## src/design/xsrr_pkg.sv

```systemverilog
// types and constants shared by the xorshift128+ random range block
// no dependencies

package xsrr_pkg;

  localparam int WORD_W = 64;
  localparam int VAL_W  = 32;
  localparam int SPAN_W = VAL_W + 1;
  localparam int CNT_W  = $clog2(WORD_W);

  localparam int SHIFT_A = 23;
  localparam int SHIFT_B = 17;
  localparam int SHIFT_C = 26;

  localparam logic [VAL_W-1:0] SEED_RESET = 32'd1;

  // request kinds; the unused code behaves as a raw word request
  localparam logic [1:0] OP_RAW   = 2'd0;
  localparam logic [1:0] OP_COIN  = 2'd1;
  localparam logic [1:0] OP_RANGE = 2'd2;

  typedef struct packed {
    logic [1:0]              opcode;
    logic signed [VAL_W-1:0] range_low;
    logic signed [VAL_W-1:0] range_high;
  } req_t;

  typedef struct packed {
    logic [WORD_W-1:0]       random_word;
    logic                    coin;
    logic signed [VAL_W-1:0] ranged_value;
    logic                    bad_range;
  } rsp_t;

  typedef enum logic [1:0] {
    ST_IDLE,
    ST_DIV,
    ST_DONE
  } state_t;

endpackage

```

## src/design/xorshift128p_random_range.sv

```systemverilog
// xorshift128+ random source with raw word, coin flip and ranged integer requests
// depends on xsrr_pkg

// Each accepted item advances the xorshift128+ state once, in the cycle it is
// accepted, and yields exactly one result item. Raw word and coin flip requests
// (and the unused opcode) go straight to the done state, which loads the result
// once the output register is free. A ranged request with range_high >= range_low
// first runs the divide state: the remainder of the 64-bit word by the 33-bit span
// is formed by one shared compare-and-subtract unit, one word bit per cycle, and
// range_low is added on load. An inverted range flags bad_range, returns range_low.
// The block takes a new item only when idle; a result waits in the output
// register while the next item is accepted. Writing seed_data (seed_write high)
// loads the state with zero and the seed; it must be done while the block is idle.
// After reset the state is as if the seed 1 had been written.

module xorshift128p_random_range (
  input  logic          clk,
  input  logic          rst,
  input  logic          req_valid,
  output logic          req_stall,
  input  xsrr_pkg::req_t req,
  output logic          rsp_valid,
  input  logic          rsp_stall,
  output xsrr_pkg::rsp_t rsp,
  input  logic          seed_write,
  input  logic [31:0]   seed_data
);
  import xsrr_pkg::*;

  state_t                  state, state_next;
  logic [WORD_W-1:0]       sa, sb;
  logic [WORD_W-1:0]       word;
  logic [1:0]              op;
  logic signed [VAL_W-1:0] lo;
  logic                    bad;
  logic [SPAN_W-1:0]       span;
  logic [SPAN_W-1:0]       rem;
  logic [CNT_W-1:0]        cnt;

  logic                    accept;
  logic                    rsp_load;
  logic [WORD_W-1:0]       x_mix, b_next, word_next;
  logic                    in_bad;
  logic [SPAN_W-1:0]       in_span;
  logic [SPAN_W:0]         trial;
  logic                    trial_ge;
  logic [SPAN_W-1:0]       rem_next;
  rsp_t                    rsp_next;

  // generator step on the current state
  always_comb begin
    x_mix     = sa ^ (sa << SHIFT_A);
    b_next    = x_mix ^ sb ^ (x_mix >> SHIFT_B) ^ (sb >> SHIFT_C);
    word_next = b_next + sb;
  end

  // range check and span at 33 bits
  always_comb begin
    in_bad  = (req.range_high < req.range_low);
    in_span = {req.range_high[VAL_W-1], req.range_high}
            - {req.range_low[VAL_W-1], req.range_low} + SPAN_W'(1);
  end

  // shared compare-and-subtract unit: one remainder bit per cycle
  always_comb begin
    trial    = {rem, word[cnt]};
    trial_ge = (trial >= {1'b0, span});
    rem_next = trial_ge ? SPAN_W'(trial - {1'b0, span}) : trial[SPAN_W-1:0];
  end

  // result assembly
  always_comb begin
    rsp_next.random_word  = word;
    rsp_next.coin         = word[0];
    rsp_next.ranged_value = '0;
    rsp_next.bad_range    = 1'b0;
    if (op == OP_RANGE) begin
      rsp_next.bad_range    = bad;
      rsp_next.ranged_value = bad ? lo : VAL_W'(lo + rem[VAL_W-1:0]);
    end
  end

  // next state
  always_comb begin
    state_next = state;
    unique case (state)
      ST_IDLE: begin
        if (req_valid) begin
          state_next = (req.opcode == OP_RANGE && !in_bad) ? ST_DIV : ST_DONE;
        end
      end
      ST_DIV: begin
        if (cnt == '0) begin
          state_next = ST_DONE;
        end
      end
      ST_DONE: begin
        if (rsp_load) begin
          state_next = ST_IDLE;
        end
      end
      default: state_next = ST_IDLE;
    endcase
  end

  // control outputs
  always_comb begin
    req_stall = (state != ST_IDLE);
    accept    = req_valid && (state == ST_IDLE);
    rsp_load  = (state == ST_DONE) && (!rsp_valid || !rsp_stall);
  end

  // control registers
  always_ff @(posedge clk) begin
    if (rst) begin
      state     <= ST_IDLE;
      rsp_valid <= 1'b0;
    end else begin
      state <= state_next;
      if (rsp_load) begin
        rsp_valid <= 1'b1;
      end else if (!rsp_stall) begin
        rsp_valid <= 1'b0;
      end
    end
  end

  // generator state, seeded by reset or a seed write
  always_ff @(posedge clk) begin
    if (rst) begin
      sa <= '0;
      sb <= WORD_W'(SEED_RESET);
    end else if (seed_write) begin
      sa <= '0;
      sb <= WORD_W'(seed_data);
    end else if (accept) begin
      sa <= sb;
      sb <= b_next;
    end
  end

  // item payload and remainder datapath
  always_ff @(posedge clk) begin
    if (accept) begin
      word <= word_next;
      op   <= req.opcode;
      lo   <= req.range_low;
      bad  <= in_bad;
      span <= in_span;
      rem  <= '0;
      cnt  <= '1;
    end else if (state == ST_DIV) begin
      rem <= rem_next;
      cnt <= cnt - CNT_W'(1);
    end
    if (rsp_load) begin
      rsp <= rsp_next;
    end
  end

`ifndef ASSERT_OFF
  // remainder always stays below the span while dividing
  a_rem_bound: assert property (@(posedge clk) disable iff (rst)
    state == ST_DIV |-> rem < span)
    else $error("remainder reached span");

  // only a valid ranged request enters the divide loop
  a_div_entry: assert property (@(posedge clk) disable iff (rst)
    accept && !(req.opcode == OP_RANGE && !in_bad) |=> state == ST_DONE)
    else $error("non-divide item did not go straight to done");

  // divide loop always starts at the top word bit
  a_cnt_start: assert property (@(posedge clk) disable iff (rst)
    accept |=> cnt == '1 && rem == '0)
    else $error("divide loop not initialized");

  // a loaded result marks the output valid
  a_load_valid: assert property (@(posedge clk) disable iff (rst)
    rsp_load |=> rsp_valid && state == ST_IDLE)
    else $error("result load lost");
`endif

endmodule

```

## config.mk

```make
export PLATFORM = sky130hd
export DESIGN_NAME = xorshift128p_random_range
export DESIGN_NICKNAME = d
export VERILOG_FILES = /design/src/design/xsrr_pkg.sv /design/src/design/xorshift128p_random_range.sv
export SDC_FILE = /design/constraint.sdc
export NUM_CORES = 1
export LEC_CHECK = 0
export BUFFER_PORTS_ARGS = -buffer_cell sky130_fd_sc_hd__buf_2
export CORE_MARGIN = 2
export CORE_UTILIZATION = 35
export DETAILED_ROUTE_END_ITERATION = 10
export GPL_TIMING_DRIVEN = 0
export PLACE_DENSITY = 0.54
export RECOVER_POWER = 50
export SLEW_MARGIN = 40
export SYNTH_ARGS = -nofsm -noshare
export SYNTH_HDL_FRONTEND = slang
export SYNTH_SLANG_ARGS = --single-unit
```

## constraint.sdc

```tcl
create_clock -name clk -period 19 [get_ports clk]
set_input_delay 3.8 -clock clk [delete_from_list [all_inputs] [get_ports clk]]
set_output_delay 3.8 -clock clk [all_outputs]
set_load 0.005 [all_outputs]
```

==> results of run 1 <==
==> per-stage QoR <==
step	utilization	total power [mW]	cell area (um2)
3_3_place_gp	0.383	1.80	28000
4_1_cts	0.409	2.77	29900
3_5_place_dp	0.387	1.80	28200
2_1_floorplan	-	1.57	25800
6_report	0.407	2.74	29700
5_1_grt	0.407	2.88	29700
==> registers in the layout (all words and copies together) (netlist names) <==
register / cells
bad: 1
cnt: 6
lo: 32
op: 2
rem: 33
rsp: 97
rsp_valid: 1
sa: 64
sb: 64
span: 33
state: 2
word: 64
==> worst max-delay path, delay by kind of cell <==
| kind | cells | cell delay (ns) |
|---|---|---|
| buf+inv | 2 | 0.16 |
| compound gates | 8 | 2.56 |
| simple gates | 1 | 0.16 |
| fa+ha+maj | 2 | 0.71 |
| mux | 1 | 0.38 |
==> cell type report <==
type,instances,area (um2)
antenna,1,2.50
buffer,114,488
clock buffer,59,1280
clock inverter,32,345
fill,7310,43300
inverter,147,552
multi-input combinational,2056,14400
sequential,399,10300
tap,959,1200
timing repair buffer,212,1090
==> layer usage <==
| layer | share of wire | vias up | track usage | routed length (um) |
|---|---|---|---|---|
| met4 | 0.031 | 0 | 0.0677 | 2580 |
| li1 | - | 10200 | - | - |
| met5 | 0 | - | 0 | 0 |
| met2 | 0.49 | 614 | 0.385 | 41000 |
| met3 | 0.054 | 131 | 0.0279 | 4520 |
| met1 | 0.42 | 10300 | 0.274 | 35000 |
==> cells in the final DEF (no fill, tap or decap), types with 50 or more instances in the layout <==
master,n
nand2_1,289
a21oi_1,266
xnor2_1,262
edfxtp_1,229
nor2_1,215
ha_1,193
clkbuf_1,175
dfxtp_1,170
inv_1,146
buf_2,135
o21ai_0,103
a21o_1,92
xor2_1,72
clkbuf_16,50
==> cell families after synthesis <==
kind of cell / Yosys count / synth area share
flops: 399 / 0.399
mux: 68 / 0.0370
compound gates: 685 / 0.168
buf+inv: 261 / 0.0401
simple gates: 757 / 0.134
xor+xnor: 334 / 0.114
fa+ha+maj: 212 / 0.108
==> worst paths after layout <==
kind,to,from,slack (ns)
max,span[29],req[34],11.59
min,rsp[57],word[23],0.43
max reg2reg,rem[26],cnt[0],12.48
min reg2reg,rsp[57],word[23],0.43
==> power by group through the flow <==
stage,sequential [mW],combinational [mW],clock (mW)
after floorplan,1.09,0.481,0
after CTS,1.09,0.704,0.982
after global routing,1.10,0.767,1.01
final,1.09,0.694,0.960
after global placement,1.12,0.676,0
after detailed placement,1.11,0.698,0
==> impl_results.md, run 1 <==
- # placed instances: 3887
- RePlAce Congestion: 0.969
- Crit path top cell by count: a21oi_1
- Worst EP arrival: 7.77 ns
- PostCTS Resize Cnt: 0
- Rows: 99
- TritonRoute pass-1 iters: 6
- Run status: completed
- Internal: 1.87 mW
- Worst EP required: 19.36 ns
- CTS max path bufs: 3
- Most frequent cell after synthesis: nand2_1
- Ys async rst share: 0
- Fmax: 135 MHz
- Largest net degree at the start of global routing: 28
- Slowest CP cell: fa_1
- Core ar.: 73000 um2
- R2r worst-path depth: 20
- Critical path class: in -> reg
- Max incr delay on CP: 0.50 ns
- Sequential power share: 0.397
- Residual DRC count: 0
- Netlist Area Pre-Place: 25800 um2
- Clock Tree Root: clkbuf_16
- Synth-to-Final Area Change: 15.1%
- Maximum fanout along the worst path: 4
- Slew @ Worst Pin: 1.05 ns
- Post-synthesis sequential area ratio: 0.399
- Netlist cell types: 88
- Gr ovfl total: 0
- Postcts setup bufs: 0
- Share of cells above drive strength 1: 0.0901
- CTS Buf Count: 49
- Hold Violations, Final: 0
- Antenna violations before repair: 1
- Warnings from Yosys: 0
- Pwr dens: 92.4 nW/um2
- I/O pin total: 203
- Crit share post-route: 0.390
- Hold buffer count at cts: 0
- Max cap viols: 0
- Vias post-DR: 21300
- EDFF count, synth: 229
- Syn_nets: 3031
- Die area: 75800 um2
- Global-route wire length before repair: 125 mm
- Leakage dissipation: 12.1 nW
- Startpoint types: input pin
- Nets: 3294
- Routed wire length: 83.1 mm
- Final antenna-violating net count: 0
- Drt via density: 5.34
- Comb pwr share: 0.253
- Sw power: 0.875 mW
- Endpoints failing setup: 0
- Synth area leader: edfxtp_1
- Most instantiated cells after synthesis: nand2_1, a21oi_1, xnor2_1
- Fin cells: 3979
- Critical-path cell list: clkbuf_1, inv_1, ha_1, fa_1, nor2b_1, o21ai_0, a21oi_1, a21oi_1, a31oi_1, o311ai_0, a21oi_1, a221oi_2, mux2_2, a2111oi_0
- H-tree Lvls: 2
- Number of global-route vias before repair: 21000
- Clock Power Share: 0.350
- RSZ-0062 raised after global routing: false
- Worst setup margin: 11.59 ns
- IO buf count: 200
- Cells on Worst Hold Path: 0
- Crit end category: flip-flop
- Synth top area share: 0.267
- Ys flop type: edfxtp_1
- VDD IR max: 0.0000710 V
- Main area contributors after synthesis: edfxtp_1, dfxtp_1, ha_1
- CTS tree: built
- Fin crit period: 7.41 ns
- Flops & latches, synth: 399
- Synth Instances: 2716
- Switching share of total power: 0.319
- Die height: 275 um
- Routed wire length per instance: 20.9 um
- Clock-pin slew on the worst setup and hold paths: 0.06 ns
- Final hold slack: 0.432 ns
- Max-slew headroom: 0.297
- Clk sinks: 399
- Place WS: 10.93 ns
- Worst min path class: reg -> reg
- Post-DP HPWL: 66.7 mm
- Initial DRC Count: 1505
- Clock latency on the worst-skew pair: 0.62 ns
- Starting density of the core: 0.353
- Slew Viols, Final: 0
- Post-Syn Area per Cell: 9.49 um2
- Setup TNS: 0 ns
- Chip Width: 275 um
- GRT Overall Usage: 0.217
- Setup Skew: 0.0323 ns
Note: power is estimated with default switching activity, not from simulation.
==> run 2: changes to the inputs <==
--- a/config.mk
+++ b/config.mk
@@ -10,7 +10,7 @@
 export CORE_UTILIZATION = 35
 export DETAILED_ROUTE_END_ITERATION = 10
 export GPL_TIMING_DRIVEN = 0
-export PLACE_DENSITY = 0.54
+export PLACE_DENSITY = 0.56
 export RECOVER_POWER = 50
 export SLEW_MARGIN = 40
 export SYNTH_ARGS = -nofsm -noshare
==> constraint.sdc (replaced) <==
create_clock -name clk -period 6 [get_ports clk]
set_input_delay 1.2 -clock clk [delete_from_list [all_inputs] [get_ports clk]]
set_output_delay 1.2 -clock clk [all_outputs]
set_load 0.005 [all_outputs]
==> run 2 against run 1 <==
Cell count shrank 0.10%. First-iteration DRC count shrank 6.4%. Clock power rose to 3.2 times the previous value. Sequential power increased to 3.2 times the previous value. Utilization down 0.11 points. Sequential share of layout area grew 0.091 points. Combinational power rose to 3.1 times the previous value.
==> impl_results.md, run 2 (synthesis gave the netlist of run 1 again) <==
- Final antenna-violating net count: 0 (unchanged)
- Highest-count cells in the layout ignoring fill and taps: nand2_1, a21oi_1, xnor2_1, edfxtp_1, clkbuf_1 (was nand2_1, a21oi_1, xnor2_1, edfxtp_1, nor2_1)
- Largest reg by FF count: rsp (unchanged)
- Routed wire length per instance: 20.4 um (was 20.9 um)
- Clock-pin slew on the worst setup and hold paths: 0.06 ns (about the same)
- Critical path class: reg -> reg (was in -> reg)
- Maximum fanout along the worst path: 10 (was 4)
- Core ar.: 73000 um2 (unchanged)
- Crit share post-route: 0.956
- Worst min path class: reg -> reg (unchanged)
- Fmax: 174 MHz
- Chip Width: 275 um (unchanged)
- CTS tree: built (unchanged)
- CTS max path bufs: 3 (unchanged)
- Drt via density: 5.24 (was 5.34)
- Max FFs per register: 97 (unchanged)
- Number of global-route vias before repair: 20200 (was 21000)
- Place WS: -0.552 ns (was 10.93 ns)
- H-tree Lvls: 2 (unchanged)
- RePlAce Congestion: 0.930 (was 0.969)
- Fill cell count: 7317 (was 7310)
- Slew @ Worst Pin: 0.986 ns (was 1.05 ns)
- Initial DRC Count: 1408 (was 1505)
- Max-slew headroom: 0.343 (was 0.297)
- Multi-input gate area: 14500 um2 (was 14400 um2)
- Nets: 3290 (was 3294)
- Largest net degree at the start of global routing: 74 (was 28)
- Total Power: 8.67 mW (was 2.74 mW)
- Crit end category: flip-flop (unchanged)
- Routed wire length: 81.2 mm (was 83.1 mm)
- Startpoint types: flip-flop (was input pin)
- VDD IR max: 0.000219 V (was 0.0000710 V)
- CTS Buf Count: 49 (unchanged)
- Clock latency on the worst-skew pair: 0.62 ns (about the same)
- Worst setup margin: 0.265 ns (was 11.59 ns)
- Register Area: 10300 um2 (unchanged)
- Hold Violations, Final: 0 (unchanged)
- Fin crit period: 5.73 ns
- Global-route wire length before repair: 121 mm (was 125 mm)
- Worst EP arrival: 6.16 ns (was 7.77 ns)
- Hold buffer count at cts: 0 (unchanged)
- Residual DRC count: 0 (unchanged)
- Pwr dens: 293 nW/um2 (was 92.4 nW/um2)
- Rows: 99 (unchanged)
- TritonRoute pass-1 iters: 5 (was 6)
- Setup Skew: 0.0423 ns (was 0.0323 ns)
- Final hold slack: 0.447 ns (was 0.432 ns)
- GRT Overall Usage: 0.210 (was 0.217)
- Post-DP HPWL: 64.4 mm (was 66.7 mm)
- Die height: 275 um (unchanged)
- Worst EP required: 6.43 ns (was 19.36 ns)
- Synth-to-Final Area Change: 14.8% (was 15.1%)
- Setup TNS: 0 ns (unchanged)
- Leakage dissipation: 11.9 nW (was 12.1 nW)
- Antenna violations before repair: 2 (was 1)
- I/O pin total: 203 (unchanged)
- Starting density of the core: 0.353 (unchanged)
- Clock Tree Root: clkbuf_16 (unchanged)
- Vias post-DR: 20800 (was 21300)
- Share of cells above drive strength 1: 0.0786 (was 0.0901)
- Inserted Diodes: 0 (was 1)
- Max cap viols: 0 (unchanged)
- Endpoints failing setup: 0 (unchanged)
- Gr ovfl total: 0 (unchanged)
- RSZ-0062 raised after global routing: false (unchanged)
- Clk sinks: 399 (unchanged)
- Slew Viols, Final: 0 (unchanged)
- IO buf count: 200 (unchanged)
- Run status: completed (unchanged)
- Die area: 75800 um2 (unchanged)
- Commonest non-fill, non-tap cell in the layout: nand2_1 (unchanged)
## run 2: changes by cell type in the layout (fill, tap and decap cells not counted), sizes merged
cell      previous run  this run
clkbuf             233       277
buf                152       112
clkinv              19        13
bufinv               6         5
clkinvlp             7         6
diode                1         0
inv                147       148
## run 2: final timing paths
kind | start | cells after the start | endpoint | slack [ns]
max | cnt[1] | 20 | rem[18] | 0.27
min | word[18] | 0 | rsp[52] | 0.45
max reg2reg | cnt[1] | 20 | rem[18] | 0.27
min reg2reg | word[18] | 0 | rsp[52] | 0.45
## run 2: cell type report
type,count,area share
Inverter,147,0.0187
Tap cell,959,0.0406
Timing Repair Buffer,208,0.0311
Clock buffer,67,0.0451
Sequential cell,399,0.347
Multi-Input combinational cell,2056,0.489
Buffer,114,0.0178
Clock inverter,25,0.0103
## run 2: layer usage
layer,wire (um),GRT usage
met1,34900,0.273
met2,39300,0.366
met3,4640,0.0264
met4,2350,0.0602
met5,11,0
## run 2: timing repair
item                                    in CTS  in global routing
endpoints found under the setup margin      33                 29
pin swaps                                    1                  1
buffers inserted                             1                  0
gates resized for setup                      7                  6
hold endpoints to repair                     0                  0
gates cloned                                 0                  0
## run 2: power by group
group	total (mW)	internal (mW)	switching [mW]
clock network	3.06	1.79	1.28
logic	2.16	0.844	1.32
registers	3.45	3.26	0.184
total	8.67	5.89	2.78
## run 2: worst max-delay path: stages (launching register included)
cell	delay, ns
dfxtp_1	0.31
buf_2	0.37
clkbuf_8	0.33
mux4_2	0.36
mux4_2	0.59
mux4_2	0.56
inv_1	0.09
ha_1	0.16
inv_1	0.06
fa_1	0.40
a21o_1	0.18
a21o_1	0.21
a211oi_2	0.29
nor3_1	0.16
o21ai_2	0.29
o41ai_4	0.20
nor2_4	0.17
buf_4	0.22
buf_4	0.24
mux2i_1	0.22
a21oi_1	0.08
## run 2: through the flow
| step | cells | area (um2) | utilization |
|---|---|---|---|
| detailed placement | 3882 | 28100 | 0.385 |
| finish | 3975 | 29600 | 0.405 |
| global route | 3975 | 29600 | 0.405 |
| CTS | 3975 | 29800 | 0.408 |
| global placement | 3875 | 28000 | 0.383 |
| floorplan | 2716 | 25800 | - |
==> run 3: changes to the inputs <==
--- a/config.mk
+++ b/config.mk
@@ -7,10 +7,9 @@
 export LEC_CHECK = 0
 export BUFFER_PORTS_ARGS = -buffer_cell sky130_fd_sc_hd__buf_2
 export CORE_MARGIN = 2
-export CORE_UTILIZATION = 35
+export CORE_UTILIZATION = 56
 export DETAILED_ROUTE_END_ITERATION = 10
-export GPL_TIMING_DRIVEN = 0
-export PLACE_DENSITY = 0.56
+export PLACE_DENSITY = 0.81
 export RECOVER_POWER = 50
 export SLEW_MARGIN = 40
 export SYNTH_ARGS = -nofsm -noshare
==> run 3 against run 2 <==
The flow now finishes with violations (capacitance limit, slew limit). First-iteration DRC count increased by 47%. Worst setup slack gained 0.15 ns. Critical path depth decreased by 2. Sequential power about the same. Die area fell by 37%. Critical path type unchanged. Highest routed layer is now met4.
==> impl_results.md, run 3 (synthesis gave the netlist of run 1 again) <==
- Post-DP HPWL: 53.4 mm (was 64.4 mm)
- Die height: 218 um (was 275 um)
- CTS max path bufs: 3 (unchanged)
- Hold Violations, Final: 0 (unchanged)
- Synth-to-Final Area Change: 11.4% (was 14.8%)
- GRT Overall Usage: 0.297 (was 0.210)
- R2r worst-path depth: 18 (was 20)
- Die area: 47700 um2 (was 75800 um2)
- Worst hold endpoint: rsp[92] (was rsp[52])
- Clock Tree Root: clkbuf_16 (unchanged)
- Pwr dens: 298 nW/um2 (was 293 nW/um2)
- Drt via density: 6.04 (was 5.24)
- Antenna violations before repair: 0 (was 2)
- Total Power: 8.54 mW (was 8.67 mW)
- Vias post-DR: 21200 (was 20800)
- TritonRoute pass-1 iters: 6 (was 5)
- Register-to-register setup slack: 0.41 ns (was 0.27 ns)
- Crit end category: flip-flop (unchanged)
- IO buf count: 202 (was 200)
- Endpoints failing setup: 0 (unchanged)
- Slew @ Worst Pin: 3.15 ns (was 0.986 ns)
- Slew Viols, Final: 276 (was 0)
- Gr ovfl total: 0 (unchanged)
- Chip Width: 218 um (was 275 um)
- Routed wire length per instance: 20.4 um (about the same)
- Inserted Diodes: 0 (unchanged)
- Cells on Worst Hold Path: 0 (unchanged)
- Commonest non-fill, non-tap cell in the layout: nand2_1 (unchanged)
- Rows: 78 (was 99)
- RSZ-0062 raised after global routing: false (unchanged)
- PostCTS Resize Cnt: 0 (was 7)
- # placed instances: 3419 (was 3882)
- Starting density of the core: 0.568 (was 0.353)
- Max cap viols: 5 (was 0)
- Worst EP required: 6.43 ns (about the same)
- VDD IR max: 0.000210 V (was 0.000219 V)
- Share of cells above drive strength 1: 0.0920 (was 0.0786)
- Crit share post-route: 0.931 (was 0.956)
- RR Endpoint: rem[2] (was rem[18])
- Worst EP arrival: 6.01 ns (was 6.16 ns)
- Fin cells: 3503 (was 3975)
- Setup Skew: 0.0273 ns (was 0.0423 ns)
- Global-route wire length before repair: 111 mm (was 121 mm)
- Fmax: 179 MHz (was 174 MHz)
- Fill cell count: 3696 (was 7317)
- Postcts setup bufs: 0 (was 1)
- Core ar.: 45400 um2 (was 73000 um2)
- Fin crit period: 5.59 ns (was 5.73 ns)
- Clock-pin slew on the worst setup and hold paths: 0.06 ns (about the same)
- Largest reg by FF count: rsp (unchanged)
- Clk sinks: 399 (unchanged)
- Multi-input gate area: 14500 um2 (about the same)
- Residual DRC count: 0 (unchanged)
- H-tree Lvls: 2 (unchanged)
- CTS tree: built (unchanged)
- Run status: finished, violations left (was completed)
- RePlAce Congestion: 0.956 (was 0.930)
- CTS Buf Count: 45 (was 49)
- Number of global-route vias before repair: 20700 (was 20200)
- Critical R2R Launch: cnt[1] (unchanged)
- Final antenna-violating net count: 0 (unchanged)
- Routed wire length: 71.3 mm (was 81.2 mm)
- Register Area: 10300 um2 (about the same)
- Max FFs per register: 97 (unchanged)
- Nets: 3181 (was 3290)
- Hold buffer count at cts: 0 (unchanged)
- Largest net degree at the start of global routing: 92 (was 74)
- Worst min path class: reg -> reg (unchanged)
- Leakage dissipation: 11.9 nW (about the same)
- Initial DRC Count: 2075 (was 1408)
- Maximum fanout along the worst path: 40 (was 10)
- Hold path start: word[58] (was word[18])
- Failing checks: capacitance limit, slew limit
- Highest-count cells in the layout ignoring fill and taps: nand2_1, a21oi_1, xnor2_1, edfxtp_1, nor2_1 (was nand2_1, a21oi_1, xnor2_1, edfxtp_1, clkbuf_1)
- Max-slew headroom: -1.11 (was 0.343)
- Startpoint types: flip-flop (unchanged)
- Critical path class: reg -> reg (unchanged)
- I/O pin total: 203 (unchanged)
- Clock latency on the worst-skew pair: 0.60 ns (was 0.62 ns)
- Setup TNS: 0 ns (unchanged)
## run 3: cell count changes in the layout (fill, tap and decap cells not counted), moves of 4 or more
| cell | before | now |
|---|---|---|
| and2_0 | 14 | 5 |
| and2_1 | 7 | 16 |
| buf_1 | 10 | 1 |
| buf_2 | 93 | 120 |
| buf_4 | 4 | 8 |
| clkbuf_1 | 219 | 86 |
| clkbuf_8 | 8 | 4 |
## run 3: critical path, stage by stage, from the launching register on
cell	delay, ns
dfxtp_2	0.71
mux4_2	0.41
mux4_2	0.60
mux4_2	0.52
inv_1	0.07
ha_1	0.17
inv_1	0.06
fa_1	0.41
a21o_1	0.19
a21o_1	0.21
a211oi_1	0.32
nor3_1	0.19
o21ai_2	0.28
o41ai_4	0.16
nor2_4	0.35
buf_12	0.27
nor2_1	0.07
a211o_1	0.23
a21oi_1	0.15
## run 3: per-stage QoR
stage	util	hold WS, ns	area (um2)	setup WS (ns)
floorplan	-	0.421	25800	0.00920
detailed placement	0.601	0.430	27300	0.569
global route	0.633	0.448	28700	0.166
finish	0.633	0.439	28700	0.413
CTS	0.636	0.440	28800	0.534
global placement	0.600	0.427	27200	0.404
## run 3: report_power, final
group          switching (mW)  internal (mW)  total (mW)  leakage, nW
logic                    1.27          0.838        2.11         7.51
registers               0.195           3.27        3.46         3.58
clock network            1.20           1.77        2.98        0.774
## run 3: worst max-delay path by stage
stage / from / to / slack, ns
after floorplan: req_valid / bad / 0.009
after global placement: cnt[1] / rem[2] / 0.40
after detailed placement: cnt[0] / rem[2] / 0.57
after CTS: cnt[1] / rem[2] / 0.53
after global routing: cnt[1] / rem[2] / 0.17
final: cnt[1] / rem[2] / 0.41
## run 3: per-layer routing
metal / up-vias / wire length, um / GRT usage
met3: 191 / 4370 / 0.0376
met2: 794 / 34900 / 0.518
li1: 9985 / - / -
met5: - / 0 / 0
met4: 0 / 2920 / 0.124
met1: 10200 / 29100 / 0.369
## run 3: area by class of cell
type                       instances  share of cell area
multi-input combinational       2056               0.504
sequential                       399               0.358
clock buffer                      55              0.0428
timing repair buffer             217              0.0370
tap                              600              0.0262
inverter                         147              0.0193
clock inverter                    29              0.0127
